File: src/itt_pkg.sv
// itt_pkg: shared codes and byte constants for the indent tree tokenizer
// no dependencies; imported by indent_tree_tokenizer_core
`default_nettype none

package itt_pkg;

	typedef enum logic [1:0] {
		KIND_TOKEN     = 2'd0,
		KIND_DONE      = 2'd1,
		KIND_NO_TOKENS = 2'd2,
		KIND_TOO_DEEP  = 2'd3
	} record_kind_t;

	typedef enum logic [1:0] {
		TYPE_SECTION = 2'd0,
		TYPE_KEY     = 2'd1,
		TYPE_VALUE   = 2'd2
	} token_type_t;

	localparam logic [7:0] CH_NUL   = 8'h00;
	localparam logic [7:0] CH_TAB   = 8'h09;
	localparam logic [7:0] CH_LF    = 8'h0A;
	localparam logic [7:0] CH_SPACE = 8'h20;
	localparam logic [7:0] CH_UNDER = 8'h5F;

	localparam int unsigned LIMIT_W = 16;
	localparam logic [LIMIT_W-1:0] LIMIT_RESET = 16'hFFFF;

endpackage

`default_nettype wire

File: src/indent_tree_tokenizer_core.sv
// indent_tree_tokenizer_core: byte stream to section/key/value token records
// depends on itt_pkg (codes, byte constants)
// dataflow: a byte is taken into the input register, its records go into the result register
//   once that is free, and leave one per cycle on the master side while m_tready is high
// throughput: one byte per cycle while each byte gives at most one record and m_tready
//   stays high; a byte that gives several records (up to 3) holds the slave side until the
//   single result port has drained them, one record per transaction
// reset: asynchronous, clears all tokenizer state and the level table, token limit 65535
`default_nettype none

module indent_tree_tokenizer_core #(
	parameter int unsigned INDENT_LEVELS = 10,
	parameter int unsigned INDEX_BITS    = 16,
	parameter int unsigned POSITION_BITS = 16,
	localparam int unsigned DATA_BITS = 2 * INDEX_BITS + 2 * POSITION_BITS + 3,
	localparam int unsigned TDATA_W   = ((DATA_BITS + 7) / 8) * 8
) (
	input  wire logic                        clk,
	input  wire logic                        arst_n,
	// slave side, tdata: doc_byte
	input  wire logic                        s_tvalid,
	output logic                             s_tready,
	input  wire logic [7:0]                  s_tdata,
	// master side
	output logic                             m_tvalid,
	input  wire logic                        m_tready,
	// tdata: token_index, token_type, start_pos, end_pos, parent_index, zero pad
	output logic [TDATA_W-1:0]               m_tdata,
	// tuser: record_kind
	output itt_pkg::record_kind_t            m_tuser,
	output logic                             m_tlast,
	input  wire logic                        cfg_we,
	input  wire logic [itt_pkg::LIMIT_W-1:0] cfg_wdata
);
	import itt_pkg::*;

	localparam int unsigned TAB_W = $clog2(INDENT_LEVELS + 1);
	localparam int unsigned LVL_W = $clog2(INDENT_LEVELS);
	localparam int unsigned END_W = POSITION_BITS + 1;
	localparam int unsigned CMP_W = (INDEX_BITS > LIMIT_W) ? INDEX_BITS : LIMIT_W;
	localparam logic [TAB_W-1:0] TAB_MAX = TAB_W'(INDENT_LEVELS);

	typedef struct packed {
		record_kind_t              kind;
		logic [INDEX_BITS-1:0]     idx;
		token_type_t               typ;
		logic [POSITION_BITS-1:0]  start;
		logic signed [END_W-1:0]   end_pos;
		logic [INDEX_BITS-1:0]     parent;
	} rec_t;

	// architectural state
	logic [LIMIT_W-1:0]       limit_q;
	logic [POSITION_BITS-1:0] pos_q;
	logic [INDEX_BITS-1:0]    idx_q;
	token_type_t              type_q;
	logic [POSITION_BITS-1:0] start_q;
	logic [INDEX_BITS-1:0]    par_q;
	logic [INDEX_BITS-1:0]    lnv_q;
	logic signed [END_W-1:0]  lpc_q;
	logic [TAB_W-1:0]         tabs_q;
	logic                     sep_q;
	logic                     stop_q;
	logic [INDEX_BITS-1:0]    lvl_q [INDENT_LEVELS];

	// pipeline
	logic       valid_s1;
	logic [7:0] byte_s1;
	rec_t       rec_s2 [3];
	logic [1:0] cnt_s2;
	logic [1:0] ptr_s2;

	// next state from the byte in the input register
	logic [POSITION_BITS-1:0] pos_d;
	logic [INDEX_BITS-1:0]    idx_d;
	token_type_t              type_d;
	logic [POSITION_BITS-1:0] start_d;
	logic [INDEX_BITS-1:0]    par_d;
	logic [INDEX_BITS-1:0]    lnv_d;
	logic signed [END_W-1:0]  lpc_d;
	logic [TAB_W-1:0]         tabs_d;
	logic                     sep_d;
	logic                     stop_d;
	logic                     lvl_we;
	logic [LVL_W-1:0]         lvl_wa;
	logic [INDEX_BITS-1:0]    lvl_wd;
	rec_t                     rec_d [3];
	logic [1:0]               rec_n;

	logic out_fire;
	logic s2_free;
	logic advance;

	function automatic rec_t term_rec(record_kind_t kind, logic [INDEX_BITS-1:0] idx);
		rec_t r;
		r         = '0;
		r.kind    = kind;
		r.idx     = idx;
		r.typ     = TYPE_SECTION;
		return r;
	endfunction

	function automatic logic at_limit(logic [INDEX_BITS-1:0] idx, logic [LIMIT_W-1:0] lim);
		return CMP_W'(idx) >= CMP_W'(lim);
	endfunction

	always_comb begin
		logic                     halt;
		logic [INDEX_BITS-1:0]    fresh;
		logic signed [END_W-1:0]  pos_m1;
		logic [TAB_W-1:0]         cnt;
		pos_d   = pos_q;
		idx_d   = idx_q;
		type_d  = type_q;
		start_d = start_q;
		par_d   = par_q;
		lnv_d   = lnv_q;
		lpc_d   = lpc_q;
		tabs_d  = tabs_q;
		sep_d   = sep_q;
		stop_d  = stop_q;
		lvl_we  = 1'b0;
		lvl_wa  = tabs_q[LVL_W-1:0];
		lvl_wd  = idx_q + 1'b1;
		rec_n   = 2'd0;
		halt    = 1'b0;
		fresh   = idx_q + 1'b1;
		pos_m1  = $signed({1'b0, pos_q}) - END_W'(1);
		cnt     = '0;
		for (int k = 0; k < 3; k++) begin
			rec_d[k] = term_rec(KIND_TOKEN, '0);
		end
		if (!stop_q) begin
			// resolve a pending newline/tab run before the byte itself
			if (sep_q && byte_s1 != CH_TAB) begin
				sep_d = 1'b0;
				if (tabs_q >= TAB_MAX) begin
					rec_d[rec_n] = term_rec(KIND_TOO_DEEP, idx_q);
					rec_n        = rec_n + 2'd1;
					stop_d       = 1'b1;
					halt         = 1'b1;
				end else begin
					rec_d[rec_n] = '{kind: KIND_TOKEN, idx: idx_q, typ: type_q,
						start: start_q, end_pos: lpc_q, parent: par_q};
					rec_n   = rec_n + 2'd1;
					lvl_we  = 1'b1;
					idx_d   = fresh;
					type_d  = (byte_s1 == CH_UNDER) ? TYPE_SECTION : TYPE_KEY;
					start_d = pos_q;
					// level zero is its own parent
					par_d   = (tabs_q == '0) ? fresh : lvl_q[tabs_q[LVL_W-1:0] - 1'b1];
					lnv_d   = fresh;
					if (at_limit(fresh, limit_q)) begin
						rec_d[rec_n] = term_rec(KIND_NO_TOKENS, fresh);
						rec_n        = rec_n + 2'd1;
						stop_d       = 1'b1;
						halt         = 1'b1;
					end
				end
			end
			if (!halt) begin
				if (byte_s1 == CH_TAB || byte_s1 == CH_LF) begin
					cnt = sep_q ? tabs_q : '0;
					if (byte_s1 == CH_TAB && cnt < TAB_MAX) begin
						cnt = cnt + 1'b1;
					end
					tabs_d = cnt;
					sep_d  = 1'b1;
					pos_d  = pos_q + 1'b1;
				end else if (byte_s1 == CH_NUL) begin
					rec_d[rec_n] = '{kind: KIND_TOKEN, idx: idx_d, typ: type_d,
						start: start_d, end_pos: pos_m1, parent: par_d};
					rec_n        = rec_n + 2'd1;
					rec_d[rec_n] = term_rec(at_limit(idx_d, limit_q) ? KIND_NO_TOKENS
						: KIND_DONE, idx_d);
					rec_n        = rec_n + 2'd1;
					stop_d       = 1'b1;
				end else begin
					lpc_d = $signed({1'b0, pos_q});
					if (byte_s1 == CH_SPACE) begin
						rec_d[rec_n] = '{kind: KIND_TOKEN, idx: idx_d, typ: type_d,
							start: start_d, end_pos: pos_m1, parent: par_d};
						rec_n   = rec_n + 2'd1;
						idx_d   = idx_d + 1'b1;
						type_d  = TYPE_VALUE;
						start_d = pos_q + 1'b1;
						par_d   = lnv_d;
					end
					if (at_limit(idx_d, limit_q)) begin
						rec_d[rec_n] = term_rec(KIND_NO_TOKENS, idx_d);
						rec_n        = rec_n + 2'd1;
						stop_d       = 1'b1;
					end else begin
						pos_d = pos_q + 1'b1;
					end
				end
			end
		end
	end

	assign out_fire = m_tvalid && m_tready;
	assign s2_free  = (cnt_s2 == 2'd0) || (out_fire && ptr_s2 == cnt_s2 - 2'd1);
	assign advance  = valid_s1 && (rec_n == 2'd0 || s2_free);
	assign s_tready = !valid_s1 || advance;

	always_ff @(posedge clk or negedge arst_n) begin
		if (!arst_n) begin
			valid_s1 <= 1'b0;
		end else if (s_tready) begin
			valid_s1 <= s_tvalid;
		end
	end

	always_ff @(posedge clk) begin
		if (s_tvalid && s_tready) begin
			byte_s1 <= s_tdata;
		end
	end

	always_ff @(posedge clk or negedge arst_n) begin
		if (!arst_n) begin
			limit_q <= LIMIT_RESET;
		end else if (cfg_we) begin
			limit_q <= cfg_wdata;
		end
	end

	always_ff @(posedge clk or negedge arst_n) begin
		if (!arst_n) begin
			pos_q   <= '0;
			idx_q   <= '0;
			type_q  <= TYPE_SECTION;
			start_q <= '0;
			par_q   <= '0;
			lnv_q   <= '0;
			lpc_q   <= '1;
			tabs_q  <= '0;
			sep_q   <= 1'b0;
			stop_q  <= 1'b0;
			for (int k = 0; k < INDENT_LEVELS; k++) begin
				lvl_q[k] <= '0;
			end
		end else if (advance) begin
			pos_q   <= pos_d;
			idx_q   <= idx_d;
			type_q  <= type_d;
			start_q <= start_d;
			par_q   <= par_d;
			lnv_q   <= lnv_d;
			lpc_q   <= lpc_d;
			tabs_q  <= tabs_d;
			sep_q   <= sep_d;
			stop_q  <= stop_d;
			if (lvl_we) begin
				lvl_q[lvl_wa] <= lvl_wd;
			end
		end
	end

	// result buffer: up to three records per byte, drained in order
	always_ff @(posedge clk or negedge arst_n) begin
		if (!arst_n) begin
			cnt_s2 <= 2'd0;
			ptr_s2 <= 2'd0;
		end else if (advance && rec_n != 2'd0) begin
			cnt_s2 <= rec_n;
			ptr_s2 <= 2'd0;
		end else if (out_fire) begin
			if (ptr_s2 == cnt_s2 - 2'd1) begin
				cnt_s2 <= 2'd0;
				ptr_s2 <= 2'd0;
			end else begin
				ptr_s2 <= ptr_s2 + 2'd1;
			end
		end
	end

	always_ff @(posedge clk) begin
		if (advance && rec_n != 2'd0) begin
			for (int k = 0; k < 3; k++) begin
				rec_s2[k] <= rec_d[k];
			end
		end
	end

	always_comb begin
		rec_t r;
		r        = rec_s2[ptr_s2];
		m_tvalid = cnt_s2 != 2'd0;
		m_tlast  = ptr_s2 == cnt_s2 - 2'd1;
		m_tuser  = r.kind;
		m_tdata  = TDATA_W'({r.parent, r.end_pos, r.start, r.typ, r.idx});
	end

	// a stopped tokenizer makes no records
	assert property (@(posedge clk) disable iff (!arst_n)
		valid_s1 && stop_q |-> rec_n == 2'd0)
		else $error("records produced after stop");

	// stopping always leaves a terminal record behind
	assert property (@(posedge clk) disable iff (!arst_n)
		$rose(stop_q) |-> cnt_s2 != 2'd0)
		else $error("stop without a terminal record");

	// terminal records close the byte and imply the stopped state
	assert property (@(posedge clk) disable iff (!arst_n)
		m_tvalid && m_tuser != KIND_TOKEN |-> m_tlast && stop_q)
		else $error("terminal record not final or not stopped");

	// tab count never passes its saturation point
	assert property (@(posedge clk) disable iff (!arst_n)
		sep_q |-> tabs_q <= TAB_MAX)
		else $error("tab count beyond saturation");

endmodule

`default_nettype wire

File: config.mk
export PLATFORM = sky130hd
export DESIGN_NAME = indent_tree_tokenizer_core
export DESIGN_NICKNAME = d
export VERILOG_FILES = /design/src/itt_pkg.sv /design/src/indent_tree_tokenizer_core.sv
export SDC_FILE = /design/constraint.sdc
export NUM_CORES = 1
export LEC_CHECK = 0
export BUFFER_PORTS_ARGS = -buffer_cell sky130_fd_sc_hd__buf_2
export CAP_MARGIN = 15
export CORE_ASPECT_RATIO = 1.1
export CORE_MARGIN = 2
export CORE_UTILIZATION = 42
export CTS_BUF_LIST = sky130_fd_sc_hd__clkbuf_16
export CTS_CLUSTER_SIZE = 20
export DETAILED_ROUTE_END_ITERATION = 10
export SKIP_LAST_GASP = 1
export SYNTH_ARGS = -nofsm -noshare
export SYNTH_HDL_FRONTEND = slang
export SYNTH_SLANG_ARGS = --single-unit
File: constraint.sdc
create_clock -name clk -period 16.05 [get_ports clk]
set_clock_uncertainty 0.1 [all_clocks]
set_input_delay 1.605 -clock clk [delete_from_list [all_inputs] [get_ports clk]]
set_output_delay 1.605 -clock clk [all_outputs]
set_load 0.03 [all_outputs]
# Word level (Yosys, flattened, before mapping)
# Memories as Yosys holds them, arrays and structs flattened.
# Index checks and enable logic that the tools add are counted.
# word_totals
mem_bits_rw	207
reg_bits	294
input_bits	29
output_inout_bits	77
n_memories	1
word_cells	207
# op_classes
mux	109
n_addsub	11
n_bitwise	9
n_reduce_logical	30
n_eq_ne	8
order_cmp	14
# mem_list
memory	depth	width	rd	rd_ports_with_merged_regs	wr	line_no	text
rec_s2	3	69	1	0	3	indent_tree_tokenizer_core.sv:69	rec_t rec_s2 [3];
# ops
op	count
207-bit 2-to-1 mux	10
207-bit bitwise mux	3
16-bit 2-to-1 mux	34
69-bit demux with 2-bit select	3
69-bit 2-to-1 mux	6
138-bit 2-to-1 mux	2
160-bit bitwise mux	1
16-bit binary-select mux with 4-bit select	1
16-bit demux with 4-bit select	1
2-bit 2-to-1 mux	28
16-bit by 1-bit adder with 16-bit output, second input constant	3
16-bit >= comparator	3
1-bit 2-to-1 mux	18
16-bit by 1-bit subtractor with 17-bit output, second input constant	1
8-bit by 4-bit == test with 1-bit output, second input constant	2
1-bit logical AND	11
5-bit >= comparator, second input constant	2
4-bit NOT with 5-bit output	2
5-bit AND reduction	2
3-bit >= comparator, second input constant	3
3-bit by 1-bit less-than comparator with 1-bit output, second input constant	3
2-bit NOT with 3-bit output	3
2-bit by 1-bit adder with 2-bit output, second input constant	4
8-bit by 6-bit == test with 1-bit output, second input constant	1
other kinds (20)	34

# Depth between registers and ports, before layout
# Gate-level depths: netlist of the first run.
# depth
depth_word	24
depth_mapped	31
ltp_nobuf	23

# Worst setup path after synthesis of the first run
# No wires, ideal clock.
# synth_path
kind	reg2reg
from	register tabs_q[0] (netlist: lvl_wa[0])
to	memory rec_s2[0][0] in the netlist's numbering (enable)
setup_ns	0.778
path_slack_ns	-0.261
required_time_ns	15.172
period_less_slack_ns	16.311
t_arrival_ns	15.432
path_buffers	4
path_stages_with_launch	27
cell_sequence	dfrtp_1 clkbuf_1 clkbuf_1 buf_1 inv_1 ha_1 o31a_1 a311oi_1 clkbuf_1 nand2_1 and2_1 inv_1 ha_1 nand2_1 a221oi_2 nand4_1 and4bb_2 xnor2_1 ha_1 nand2_1 o21ai_0 or3_1 o21a_1 a31oi_1 o221ai_1 and3_1 nor2_1
# synth_rtl
element	line_no	text
from (decl)	indent_tree_tokenizer_core.sv:61	logic [TAB_W-1:0] tabs_q;
from (signal assigned)	indent_tree_tokenizer_core.sv:251	tabs_q <= tabs_d;
to (decl)	indent_tree_tokenizer_core.sv:69	

# Final worst setup path of the first run
# layout_path
from	register tabs_q[1] (netlist: lvl_wa[1])
to	output s_tready
# layout_between
elab_chain_cells	20
word_cells_on_any_way	34
classes_between	add/sub (4); order compare (2); mux (24); reduce/logical (4)
# layout_rtl
element	line_no	text
4-bit >= comparator (*)	indent_tree_tokenizer_core.sv:137	if (tabs_q >= TAB_MAX) begin
16-bit 2-to-1 mux / 2-bit 2-to-1 mux (equally long branches)	indent_tree_tokenizer_core.sv:137	
16-bit 2-to-1 mux / 2-bit 2-to-1 mux (equally long branches)	indent_tree_tokenizer_core.sv:135	if (sep_q && byte_s1 != CH_TAB) begin
16-bit 2-to-1 mux / 2-bit 2-to-1 mux (equally long branches)	indent_tree_tokenizer_core.sv:133	if (!stop_q) begin
16-bit by 1-bit adder with 16-bit output / 2-bit by 1-bit adder with 2-bit output (equally long branches)	indent_tree_tokenizer_core.sv:184, indent_tree_tokenizer_core.sv:173, indent_tree_tokenizer_core.sv:183	
16-bit 2-to-1 mux / 2-bit 2-to-1 mux (equally long branches)	indent_tree_tokenizer_core.sv:180	if (byte_s1 == CH_SPACE) begin
16-bit 2-to-1 mux / 2-bit 2-to-1 mux (equally long branches)	indent_tree_tokenizer_core.sv:170	end else if (byte_s1 == CH_NUL) begin
16-bit 2-to-1 mux / 2-bit 2-to-1 mux (equally long branches)	indent_tree_tokenizer_core.sv:162	if (byte_s1 == CH_TAB || byte_s1 == CH_LF) begin
[... 4 more ...]	n/a	
2-bit 2-to-1 mux	indent_tree_tokenizer_core.sv:170	
2-bit 2-to-1 mux	indent_tree_tokenizer_core.sv:162	
2-bit 2-to-1 mux (*)	indent_tree_tokenizer_core.sv:161	if (!halt) begin
2-bit 2-to-1 mux (*)	indent_tree_tokenizer_core.sv:133	
2-bit zero test (*)	indent_tree_tokenizer_core.sv:203	assign advance = valid_s1 && (rec_n == 2'd0 || s2_free);
1-bit logical OR (*)	indent_tree_tokenizer_core.sv:203	
1-bit logical AND (*)	indent_tree_tokenizer_core.sv:203	
1-bit logical OR (*)	indent_tree_tokenizer_core.sv:204	assign s_tready = !valid_s1 || advance;
to (decl)	indent_tree_tokenizer_core.sv:22	output logic s_tready,
# Mark *: on every way between the ends. The rest lies on a longest branch, timed or not. The select of a mux whose other input is x is not followed.

==> flow_results.org, run 1 <==
** Run status
- Outcome :: complete, no violations

** Place
- During placement, the flow inserted port buffers numbering 100.
- Once placement completed, the tool counted placed cells totaling around 3400.
- Final HPWL DP :: 65200 um
- Last weighted congestion value of the routability-driven placer :: 0.992

** Routing
- Initial DRC Count :: 2328
- Per-cell via count in the routed design :: 6.12
- The routed layout has 21600 vias.
- Final Routed Wirelength :: 94400 um
- Routed wire per std cell :: 26.7 um
- Antenna Violating Nets Remaining :: 0
- The first detailed-routing pass took 7 iterations.
- After detailed routing, the number of remaining DRC violations is 0.

** STA
- Worst Tran Pin Value :: 1.24 ns
- The routed design could run at a clock period as short as between 9 and 10 ns.
- The final count of pins violating max slew was 0.
- Max transition margin :: between 10% and 20%
- Period Utilization, post-route :: 60.6%
- The number of hold violations in the final report was 0.
- Sum Neg Setup Slack :: 0 ns
- Setup violations remaining at the end of the flow were counted as 0.
- Upper clock frequency limit :: 103 MHz
- Unrepaired setup endpoints after global routing :: false

** Global route
- The number of global-route vias before repair came to 21600.
- Global routing used between 20% and 30% of the available tracks across all layers.
- Largest net degree at the start of global routing :: 123
- Antenna violations before repair :: 0
- After global routing the overflow that remains totals 0.
- First-pass GRT wire length :: 140000 um

** Floorplan
- Row Count :: 99
- In this run the count of I/O pins placed on the die edge is 106.
- Measured along the x axis, the die boundary spans 250 um.
- From bottom edge to top edge, the die measures 274 um.
- Starting density of the core :: roughly 42%
- CORE AREA :: 0.0660 mm^2
- The die covers 0.0685 mm^2.

** Logic synthesis
- The Yosys step of the flow raised 0 warnings.
- In this run, synthesis inferred 215 flip-flops with an integrated enable.
- In the synthesized netlist the async set-or-reset flop fraction comes to 57.1%.
- Cell area after technology mapping :: 0.0279 mm^2
- After synthesis, the netlist uses 90 different library cells.
- Synthesized netlist cell count :: roughly 2600
- Sequential cells were found to cover 48.9% of the synthesized design area.
- Synthesis inferred 501 register bits.
- A synthesized cell averages 10.7 um^2.
- The most used flip-flop cell after synthesis is sky130_fd_sc_hd__dfrtp_1.

** Min path
- Number of cells on the worst hold path :: 1
- The tightest min-delay check is of the reg2reg type.

** Clocking
- Depth of the CTS H-tree :: 2
- Counting the buffers created by CTS gives 53.
- In this run, post-CTS repair resized a total of 0 instances.
- Insertion delay of the later-clocked pin in the worst-skew pair :: around 0.63 ns
- The cell sitting at the root of the clock tree is a sky130_fd_sc_hd__clkbuf_16.
- Hold repair after CTS inserted 0 buffers.
- Clk pin slew, worst setup/hold paths :: 0.06 ns
- CTS sink cnt :: 501
- TritonCTS clock tree :: built
- Counting along the longest clock path gives a buffer depth of 3.
- Post-CTS timing repair inserted 0 buffers for setup.

** Cells and area
- Antenna diode count :: 0
- More flip-flops sit in one register than any other, and that register is rec_s2.
- Top flop regs :: rec_s2 (207), lvl_q (160), lpc_q (17)
- Cells with a size suffix above 1 make up 20.6% of the layout.
- From synthesis to final layout, the design area changed by 10.6%.
- Number of flip-flops in the largest register :: 207
- Non-filler instance count after layout :: 3536
- Once layout is complete, the utilization of the core stands at 46.8%.
- In the layout the commonest cells are sky130_fd_sc_hd__dfrtp_1, sky130_fd_sc_hd__nor2_1, sky130_fd_sc_hd__nand2_1, sky130_fd_sc_hd__edfxtp_1, sky130_fd_sc_hd__mux2_2.
- At the end of the flow, the number of nets in the layout was roughly 2700.
- The library cell used most frequently in the layout, excluding fill and tap cells, is sky130_fd_sc_hd__dfrtp_1.
- Fill cell total of the finished layout :: 6165

** Setup path
- The worst setup path is captured at a primary output.
- Worst Path Arrival :: 8.03 ns
- Endpoint required time on the critical path :: 14.34 ns
- The critical path is of the reg2out type.
- Critical Path Start Type :: flip-flop
- In this run the worst path has a maximum fanout of 36.
- Register-to-register path setup slack :: 7.25 ns
- Worst Reg2Reg Path Length in Cells :: 20

** Pwr
- IR Drop Worst-Case VDD :: 0.0000800 V
- Summed over all cells, the static leakage comes to 13.1 nW.
- In this run the power density over the cells is 83.9 mW/mm^2.

** Run
- The tool flagged a number of max-cap violations equal to 0.
[area by class of cell]
type / instances / area, um^2 / area share, %
clock buffers: 54 / 1350 / 4.38
clock inverters: 44 / 288 / 0.932
inverters: 59 / 221 / 0.717
flip-flops and latches: 501 / 13700 / 44.3
multi-input cells: 1855 / 13300 / 42.9
well taps: 858 / 1070 / 3.48
repair buffers: 165 / 1020 / 3.31
[logic make-up (layout without fill, tap and decap cells)]
group / Yosys count / count (layout) / synth area share (%)
flops: 501 / 501 / 48.9
fa+ha+maj: 67 / 67 / 3.00
buf+inv: 267 / 322 / 3.92
compound gates: 603 / 603 / 13.6
simple gates: 722 / 722 / 12.0
other cells: 1 / 5 / 0.0134
mux: 370 / 370 / 15.8
xor+xnor: 88 / 88 / 2.76
[critical path, stage by stage, from the launching register on]
cell and delay (ns):
sky130_fd_sc_hd__dfrtp_1 0.48, sky130_fd_sc_hd__ha_1 0.28, sky130_fd_sc_hd__o31ai_1 0.56, sky130_fd_sc_hd__o311ai_4 0.19
sky130_fd_sc_hd__buf_4 0.31, sky130_fd_sc_hd__or2_2 0.41, sky130_fd_sc_hd__o21ai_2 0.17, sky130_fd_sc_hd__clkinv_1 0.48
sky130_fd_sc_hd__o211a_1 0.40, sky130_fd_sc_hd__and4bb_2 0.37, sky130_fd_sc_hd__xor2_1 0.67, sky130_fd_sc_hd__ha_1 0.41
sky130_fd_sc_hd__a21oi_1 0.20, sky130_fd_sc_hd__nand2_1 0.07, sky130_fd_sc_hd__or3_1 0.48, sky130_fd_sc_hd__o21a_1 0.30
sky130_fd_sc_hd__a31oi_1 0.24, sky130_fd_sc_hd__o221ai_1 0.26, sky130_fd_sc_hd__a31oi_4 0.65, sky130_fd_sc_hd__nand2_1 0.19
sky130_fd_sc_hd__buf_2 0.22
[final timing paths]
kind                                 from    endpoint
worst max-delay path            lvl_wa[1]    s_tready
worst min-delay path            lvl_q[68]   lvl_q[68]
worst max register to register  lvl_wa[1]  lvl_q[141]
worst min register to register  lvl_q[68]   lvl_q[68]
max in group asynchronous          arst_n      stop_q
min in group asynchronous          arst_n   lvl_q[73]
[power breakdown]
group | switching (mW) | total [mW] | leakage (nW) | internal [mW]
combinational | 0.0466 | 0.0648 | 6.04 | 0.0182
clock | 0.537 | 1.18 | 0.843 | 0.644
sequential | 0.00806 | 1.35 | 6.20 | 1.34
total | 0.591 | 2.59 | 13.1 | 2.00
[stage by stage]
step / instance area (um^2) / worst slack [ns] / power (mW) / hold slack [ns]
after global routing: 30900 / 5.87 / 2.67 / 0.412
after global placement: 29200 / 7.30 / 1.43 / 0.373
final: 30900 / 6.32 / 2.59 / 0.402
after CTS: 30900 / 6.50 / 2.62 / 0.395
after floorplan: 27900 / 3.24 / 1.40 / 0.356
after detailed placement: 29200 / 7.17 / 1.44 / 0.374
[layer usage]
metal / global-route usage, % / part of all wire [%] / vias up / routed length [um]
li1: - / - / 9634 / -
met1: 35.8 / 42 / 10900 / 39200
met2: 44.8 / 47 / 923 / 44400
met3: 4.69 / 6.9 / 208 / 6500
met4: 11.5 / 4.5 / 0 / 4240
met5: 0 / 0 / - / 0
[Yosys cell counts (all sizes together), types with 5 or more instances]
cell / instances / area share (%)
nor3b: 6 / 0.18
a211oi: 21 / 0.56
xor2: 25 / 0.78
o21ai: 184 / 3.3
nor4: 13 / 0.37
a222oi: 6 / 0.22
o2bb2ai: 13 / 0.41
nand4: 38 / 0.87
nor3: 40 / 0.75
mux4: 32 / 2.6
and2: 12 / 0.27
a21oi: 151 / 2.7
nand2: 219 / 2.9
a31oi: 29 / 0.70
o31ai: 12 / 0.32
o22a: 13 / 0.41
nor2: 246 / 3.3
clkbuf: 145 / 2.0
and3: 29 / 0.65
xnor2: 63 / 2.0
inv: 54 / 0.73
o211ai: 16 / 0.43
nand3: 54 / 0.97
or2: 7 / 0.16
dfstp: 33 / 3.1
nand2b: 23 / 0.52
or3: 11 / 0.25
or4: 6 / 0.17
a22oi: 28 / 0.75
nor2b: 5 / 0.11
clkinv: 5 / 0.067
buf: 63 / 1.2
a22o: 18 / 0.56
dfrtp: 253 / 23
ha: 67 / 3.0
mux2i: 138 / 5.0
edfxtp: 215 / 23
mux2: 200 / 8.2
a21o: 20 / 0.54
o21a: 7 / 0.19
a221oi: 7 / 0.24
o22ai: 30 / 0.67
Note: power is estimated with default switching activity, not from simulation.
==> run 2: changes to the inputs <==
clock period = 9.61 ns   (was 16.05 ns; I/O delays follow)
==> run 2 against run 1 <==
Wire length grew 0.63%; combinational power grew 64%; core utilization grew 0.42 points; power grew 70%; register-to-register slack lost 5.9 ns; clock power grew 74%; via count shrank 0.51%; worst setup slack lost 5.7 ns; sequential share of layout area shrank 0.39 points; largest cell class unchanged.
==> flow_results.org, run 2 (synthesis gave the netlist of run 1 again) <==
** Clocking
- CTS resizes :: 0 (unchanged)
- The maximum buffer depth of the clock tree is 3 (unchanged).
- CTS buffer count :: 54 (+1.9%)
- Depth of the CTS H-tree :: 2 (unchanged)
- The clock-pin slew on the worst setup and hold paths came to 0.06 ns (about the same).
- TritonCTS clock tree :: built
- Clock tree root buffer cell :: sky130_fd_sc_hd__clkbuf_16
- Number of buffers inserted to repair setup after CTS :: 0 (unchanged)
- The source-to-sink clock delay at the later pin of the worst-skew pair came to 0.65 ns (+0.02 ns).
- CTS sink cnt :: 501 (unchanged)
- Hold-fix buffer count after cts :: 0 (unchanged)

** Cells and area
- The core occupancy in the finished layout was 47.2% (+0.42 points).
- The number of fillers in the final layout was 6113 (-0.84%).
- Post-layout instance area :: 0.0312 mm^2 (+0.89%)
- The largest registers in the layout are rec_s2 (207), lvl_q (160), lpc_q (17).
- Number of flip-flops in the largest register :: 207 (unchanged)
- Commonest cells after routing, fill and taps aside :: sky130_fd_sc_hd__dfrtp_1, sky130_fd_sc_hd__nor2_1, sky130_fd_sc_hd__nand2_1, sky130_fd_sc_hd__edfxtp_1, sky130_fd_sc_hd__mux2_2
- Non-filler instance count after layout :: 3555 (+0.54%)
- From synthesis to final layout, the design area changed by 11.6%.
- Most flops, register :: rec_s2
- Final net count :: 2746 (+0.55%)
- The proportion of layout cells with a drive suffix above 1 was 20.9% (+0.31 points).
- Most common cell after layout, fill and taps aside :: sky130_fd_sc_hd__dfrtp_1

** STA
- The actual transition at the worst max-transition pin was 1.13 ns (-0.114 ns).
- Crit path setup slack, layout :: 0.629 ns (-5.69 ns)
- The final count of pins violating max slew was 0 (unchanged).
- Sum Neg Setup Slack :: 0 ns (unchanged)
- The clock period could shrink to 8.98 ns.
- Setup repair after global routing left no endpoint under its margin.
- Period Utilization, post-route :: 93.5%
- Max transition margin :: 24.5% (+7.8 points)
- The number of hold violations in the final report came to 0 (unchanged).
- Timing would allow up to 111 MHz.
- Final setup violating endpoints :: 0 (unchanged)
- Worst hold margin :: 0.288 ns (-0.114 ns)

** Setup path
- The maximum fanout along the worst path was 37 (+2.8%).
- On the critical path the largest part of the delay comes from compound AO/OA/AOI/OAI gates.
- The setup path with the least slack is of type reg2out.
- Worst Path Arrival :: 7.92 ns (-0.11 ns)
- The peak per-stage delay on the critical path was 0.85 ns (+0.18 ns).
- The worst setup path is launched from a flip-flop.
- Critical-path cell list :: or4_1 -> o311ai_4 -> buf_4 -> nor3_1 -> xnor2_1 -> xor2_1 -> ha_1 -> a21oi_1 -> nand2_1 -> or3_1 -> o21a_1 -> a31oi_1 -> o221ai_1 -> a31oi_4 -> nand2_1 -> buf_2
- The most numerous cell type found on the critical path is sky130_fd_sc_hd__nand2_1.
- The most critical setup path has its startpoint at byte_s1[2].
- The buffers plus inverters on the worst setup path came to 2 (-1).
- For this design, the slowest cell found on the critical path is sky130_fd_sc_hd__xnor2_1.
- Endpoint class of the critical path :: primary output
- Endpoint required time on the critical path :: 8.55 ns (-5.79 ns)
- Worst R2R Start :: byte_s1[2]

** Floorplan
- The effective utilization at floorplan came to 42.3% (unchanged).
- Horizontal die dimension :: 250 um (unchanged)
- The die extent in y came to 274 um (unchanged).
- Row Count :: 99 (unchanged)
- The area of the die was 0.0685 mm^2 (unchanged).
- The number of placed I/O pins came to 106 (unchanged).
- CORE AREA :: 0.0660 mm^2 (unchanged)

** Run
- Maximum capacitance violations :: 0 (unchanged)

** Routing
- Initial DRC Count :: 2035 (-13%)
- The detailed-router iteration count before antenna repair came to 8 (+1).
- Routed wire per std cell :: 26.7 um (about the same)
- Final Routed Wirelength :: 95000 um (+0.63%)
- The overall via count from detail_route came to 21500 (-0.51%).
- DRC viols :: 0 (unchanged)
- Per-cell via count in the routed design :: 6.05 (-1.0%)
- Antenna Violating Nets Remaining :: 0 (unchanged)

** Place
- Post-placement cell area :: 0.0294 mm^2 (+0.53%)
- The number of cells in the design after placement is 3451 (+0.41%).
- Last weighted congestion value of the routability-driven placer :: 0.952 (-4.1%)
- Pre-CTS worst setup slack :: 1.36 ns (-5.81 ns)
- Final HPWL DP :: 66100 um (+1.4%)
- The count of input and output buffers is 100 (unchanged).

** Pwr
- The power per cell area was 141 mW/mm^2 (+69%).
- Static power due to leakage :: 13.2 nW (+1.3%)
- IR Drop Worst-Case VDD :: 0.000139 V (+74%)
- Post-layout total power :: 4.41 mW (+70%)

** Global route
- The residual overflow from global routing is 0 (unchanged).
- All-Layer GR Usage :: 27.6% (+0.28 points)
- Largest net degree at the start of global routing :: 129 (+4.9%)
- The global-route wire length before repair was 141000 um (+0.55%).
- The number of global-route vias before repair is 21400 (-0.59%).
- Antenna violations before repair :: 2 (+2)

** Min path
- Hold Path Class :: in2async

** Run status
- The run finished with clean final reports.
[run 2: area by class of cell]
cell class	instances	area [um^2]	area share, %
antenna	1	2.50	0.00803
clock buffer	55	1380	4.42
clock inverter	47	380	1.22
inverter	59	221	0.711
multi-input combinational	1855	13300	42.6
sequential	501	13700	43.9
tap	858	1070	3.45
timing repair buffer	179	1160	3.73
[run 2: final timing paths]
| check | endpoint | slack (ns) | cells past startpoint |
|---|---|---|---|
| setup / recovery | s_tready | 0.63 | 16 |
| hold / removal | lvl_q[86] | 0.29 | 1 |
| setup reg to reg | rec_s2[2][60] | 1.36 | 16 |
| hold reg to reg | lnv_q[1] | 0.39 | 1 |
| max in group asynchronous | ptr_s2[0] | 7.25 | 2 |
| min in group clk | lnv_q[1] | 0.39 | 1 |
[run 2: report_power, final]
part	switching (mW)	leakage (nW)	internal, mW	total, mW
logic	0.0744	6.14	0.0312	0.106
registers	0.0128	6.20	2.24	2.25
clock network	0.900	0.903	1.15	2.05
total	0.987	13.2	3.42	4.41
[run 2: layer usage]
metal | global-route usage [%] | vias to the layer above | part of all wire (%)
li1 | - | 9669 | -
met1 | 36.5 | 10900 | 42
met2 | 45.7 | 746 | 48
met3 | 4.42 | 173 | 6.0
met4 | 10.1 | 4 | 3.7
met5 | 0 | - | 0.034
==> run 3: changes to the inputs <==
PLACE_DENSITY = 0.68   (was not set)
==> run 3 against run 2 <==
Critical path depth up 7; fmax grew 2.2%; combinational power about the same; wire length decreased by 3.5%; power is 0.29% lower; worst setup slack better by 0.19 ns; cell count shrank 0.34%.
==> flow_results.org, run 3 (synthesis gave the netlist of run 1 again) <==
** Run status
- The flow ran to the end, and the final reports show no timing, DRC or antenna violations.

** Floorplan
- The area of the die was 0.0685 mm^2 (unchanged).
- The number of placed I/O pins is 106 (unchanged).
- The effective utilization at floorplan came to 42.3% (unchanged).
- Die height :: 274 um (unchanged)
- The count of standard-cell rows was 99 (unchanged).
- The horizontal die dimension is 250 um (unchanged).
- The placeable core region came to 0.0660 mm^2 (unchanged).

** Pwr
- The worst supply voltage drop on vdd came to 0.000141 V (+0.96%).
- Post-layout total power :: 4.39 mW (-0.29%)
- The power per cell area is 141 mW/mm^2 (about the same).
- Static power due to leakage :: 13.2 nW (-0.20%)

** Clocking
- Depth of the CTS H-tree :: 2 (unchanged)
- Number of buffers inserted to repair setup after CTS :: 0 (unchanged)
- The clock sink total is 501 (unchanged).
- The number of gates resized after cts came to 0 (unchanged).
- CTS Buffer Depth :: 3 (unchanged)
- TritonCTS clock tree :: built
- Clock tree root buffer cell :: sky130_fd_sc_hd__clkbuf_16
- The source-to-sink clock delay at the later pin of the worst-skew pair was 0.64 ns (about the same).
- CTS buffer count :: 54 (unchanged)
- The clock-pin slew on the worst setup and hold paths came to 0.06 ns (about the same).
- The number of hold buffers added after CTS is 0 (unchanged).

** Setup path
- The buffers plus inverters on the worst setup path came to 3 (+1).
- The maximum fanout along the worst path came to 19 (-49%).
- Crit path kind :: reg2out
- Critical Path Start Type :: flip-flop
- Endpoint class of the critical path :: primary output
- The peak per-stage delay on the critical path is 0.64 ns (-0.21 ns).
- The largest individual stage delay along the critical path comes from the cell sky130_fd_sc_hd__a31oi_4.
- Top delay family on crit path :: compound AO/OA/AOI/OAI gates
- Critical-path cell list :: ha_1 -> o31a_1 -> a311oi_4 -> buf_4 -> nand2_1 -> and2_1 -> inv_1 -> ha_1 -> nand2_1 -> a221oi_4 -> nand4_1 -> and4bb_2 -> xnor2_1 -> ha_1 -> nand2_1 -> o21ai_0 -> or3_1 -> o21a_1 -> a31oi_1 -> o221ai_1 -> a31oi_4 -> nand2_1 -> buf_2
- Endpoint required time on the critical path :: 8.55 ns (about the same)
- Worst Path Arrival :: 7.73 ns (-0.19 ns)
- The most numerous cell type found on the critical path is sky130_fd_sc_hd__nand2_1.

** Global route
- The number of global-route vias before repair was 21400 (-0.21%).
- GRT overflow :: 0 (unchanged)
- The global-route total usage across every layer came to 26.5% (-1.1 points).
- The global-route wire length before repair came to 137000 um (-3.3%).
- The initial antenna violation count was 2 (unchanged).
- Largest net degree at the start of global routing :: 123 (-4.7%)

** Cells and area
- In the layout the commonest cells are sky130_fd_sc_hd__dfrtp_1, sky130_fd_sc_hd__nor2_1, sky130_fd_sc_hd__nand2_1, sky130_fd_sc_hd__edfxtp_1, sky130_fd_sc_hd__mux2_2.
- Relative to the synthesized area, the layout overhead comes to 11.3%.
- Counting flops per register, the top entry is rec_s2.
- Top flop regs :: rec_s2 (207), lvl_q (160), lpc_q (17)
- Layout cell share with drive strength beyond 1 :: 20.5% (-0.40 points)
- The final net count came to 2738 (-0.29%).
- Leaving out fill and tap cells, the most frequent cell in the layout is sky130_fd_sc_hd__dfrtp_1.
- Antenna diode count :: 0 (-1)
- Number of flip-flops in the largest register :: 207 (unchanged)

** STA
- The total setup violations reported at the end of the flow came to 0 (unchanged).
- Period Utilization, post-route :: 91.5% (-2.0 points)
- Sum Neg Setup Slack :: 0 ns (unchanged)
- The achievable frequency was 114 MHz (+2.2%).
- Number of endpoints with negative hold slack in the final report :: 0 (unchanged)
- Time the worst path needs with I/O delays and setup :: 8.79 ns (-0.190 ns)
- Unrepaired setup endpoints after global routing :: false
- The actual transition at the worst max-transition pin came to 1.15 ns (+0.0285 ns).
- Number of slew-limit violations in the final report :: 0 (unchanged)
- The max-slew headroom at the worst pin came to 22.8% (-1.8 points).

** Routing
- The overall via count from detail_route was 21700 (+0.69%).
- The final routed wirelength across all metal layers is 91700 um (-3.5%).
- Antenna Violating Nets Remaining :: 0 (unchanged)
- Number of iterations in the first detailed-routing pass :: 6 (-2)
- The per-cell via count in the routed design came to 6.12 (+1.0%).
- The detailed router's first-iteration violation count came to 2128 (+4.6%).
- The detailed-route DRC error count came to 0 (unchanged).
- The per-cell routed wire length came to 25.9 um (-3.1%).

** Min path
- The min-delay analysis places its worst path in the category in2async.

** Place
- Final HPWL DP :: 63700 um (-3.7%)
- Buffers added on ports :: 100 (unchanged)
- Last weighted congestion value of the routability-driven placer :: 0.966 (+1.4%)

** Run
- The max-cap check violation count came to 0 (unchanged).
## run 3: cell count changes in the layout (fill, tap and decap cells not counted), sizes merged
cell	change
clkinvlp	-3
buf	-8
inv	+5
diode	-1
clkinv	-5
## run 3: metrics by stage
stage	hold slack, ns	worst slack [ns]	utilization (%)	cells	instance area, um^2
detailed placement	0.382	1.60	44.4	3442	29300
global route	0.382	0.378	47.0	3543	31100
floorplan	0.356	0.0283	-	2623	28000
finish	0.289	0.819	47.0	3543	31100
CTS	0.352	0.902	47.0	3541	31000
global placement	0.380	1.65	44.4	3442	29300
## run 3: final timing paths
| check | depth (start not counted) | to | from | slack, ns |
|---|---|---|---|---|
| max | 23 | s_tready | lvl_wa[1] | 0.82 |
| min | 1 | lvl_q[92] | arst_n | 0.29 |
| max reg2reg | 24 | par_q[14] | lvl_wa[1] | 1.58 |
| min reg2reg | 1 | lpc_q[16] | lpc_q[16] | 0.39 |
| max in group asynchronous | 2 | lvl_wa[0] | arst_n | 7.34 |
| min in group clk | 1 | lpc_q[16] | lpc_q[16] | 0.39 |
## run 3: worst reg2reg max path, stage by stage, from the launching register on
cell                       delay [ns]
sky130_fd_sc_hd__dfrtp_1         0.47
sky130_fd_sc_hd__ha_1            0.29
sky130_fd_sc_hd__o31a_1          0.41
sky130_fd_sc_hd__a311oi_4        0.30
sky130_fd_sc_hd__buf_4           0.31
sky130_fd_sc_hd__nand2_1         0.16
sky130_fd_sc_hd__and2_1          0.24
sky130_fd_sc_hd__inv_1           0.18
sky130_fd_sc_hd__ha_1            0.20
sky130_fd_sc_hd__nand2_1         0.20
sky130_fd_sc_hd__a221oi_4        0.36
sky130_fd_sc_hd__nand4_1         0.41
sky130_fd_sc_hd__and4bb_2        0.51
sky130_fd_sc_hd__xnor2_1         0.17
sky130_fd_sc_hd__ha_1            0.27
sky130_fd_sc_hd__nand2_1         0.09
sky130_fd_sc_hd__o21ai_0         0.12
sky130_fd_sc_hd__or3_1           0.49
sky130_fd_sc_hd__o21ai_0         0.31
sky130_fd_sc_hd__o221ai_1        0.22
sky130_fd_sc_hd__o22ai_1         0.24
sky130_fd_sc_hd__a31oi_1         0.37
sky130_fd_sc_hd__nor2_2          0.86
sky130_fd_sc_hd__buf_12          0.26
sky130_fd_sc_hd__mux2_2          0.37
## run 3: layout make-up
type | count | area (um^2)
clock buffer | 55 | 1380
clock inverter | 44 | 354
fill | 6000 | 35000
inverter | 59 | 221
multi-input combinational | 1855 | 13300
sequential | 501 | 13700
tap | 858 | 1070
timing repair buffer | 171 | 1110
## run 3: power breakdown
| group | internal [mW] | switching (mW) | leakage [nW] |
|---|---|---|---|
| logic | 0.0311 | 0.0775 | 6.11 |
| clock network | 1.15 | 0.888 | 0.914 |
| registers | 2.24 | 0.0148 | 6.20 |
## run 3: per-layer routing
metal	part of all wire (%)	track usage, %
met3	7.4	5.19
met5	0.029	0
met1	40	33.9
met2	48	43.9
met4	4.6	11.0
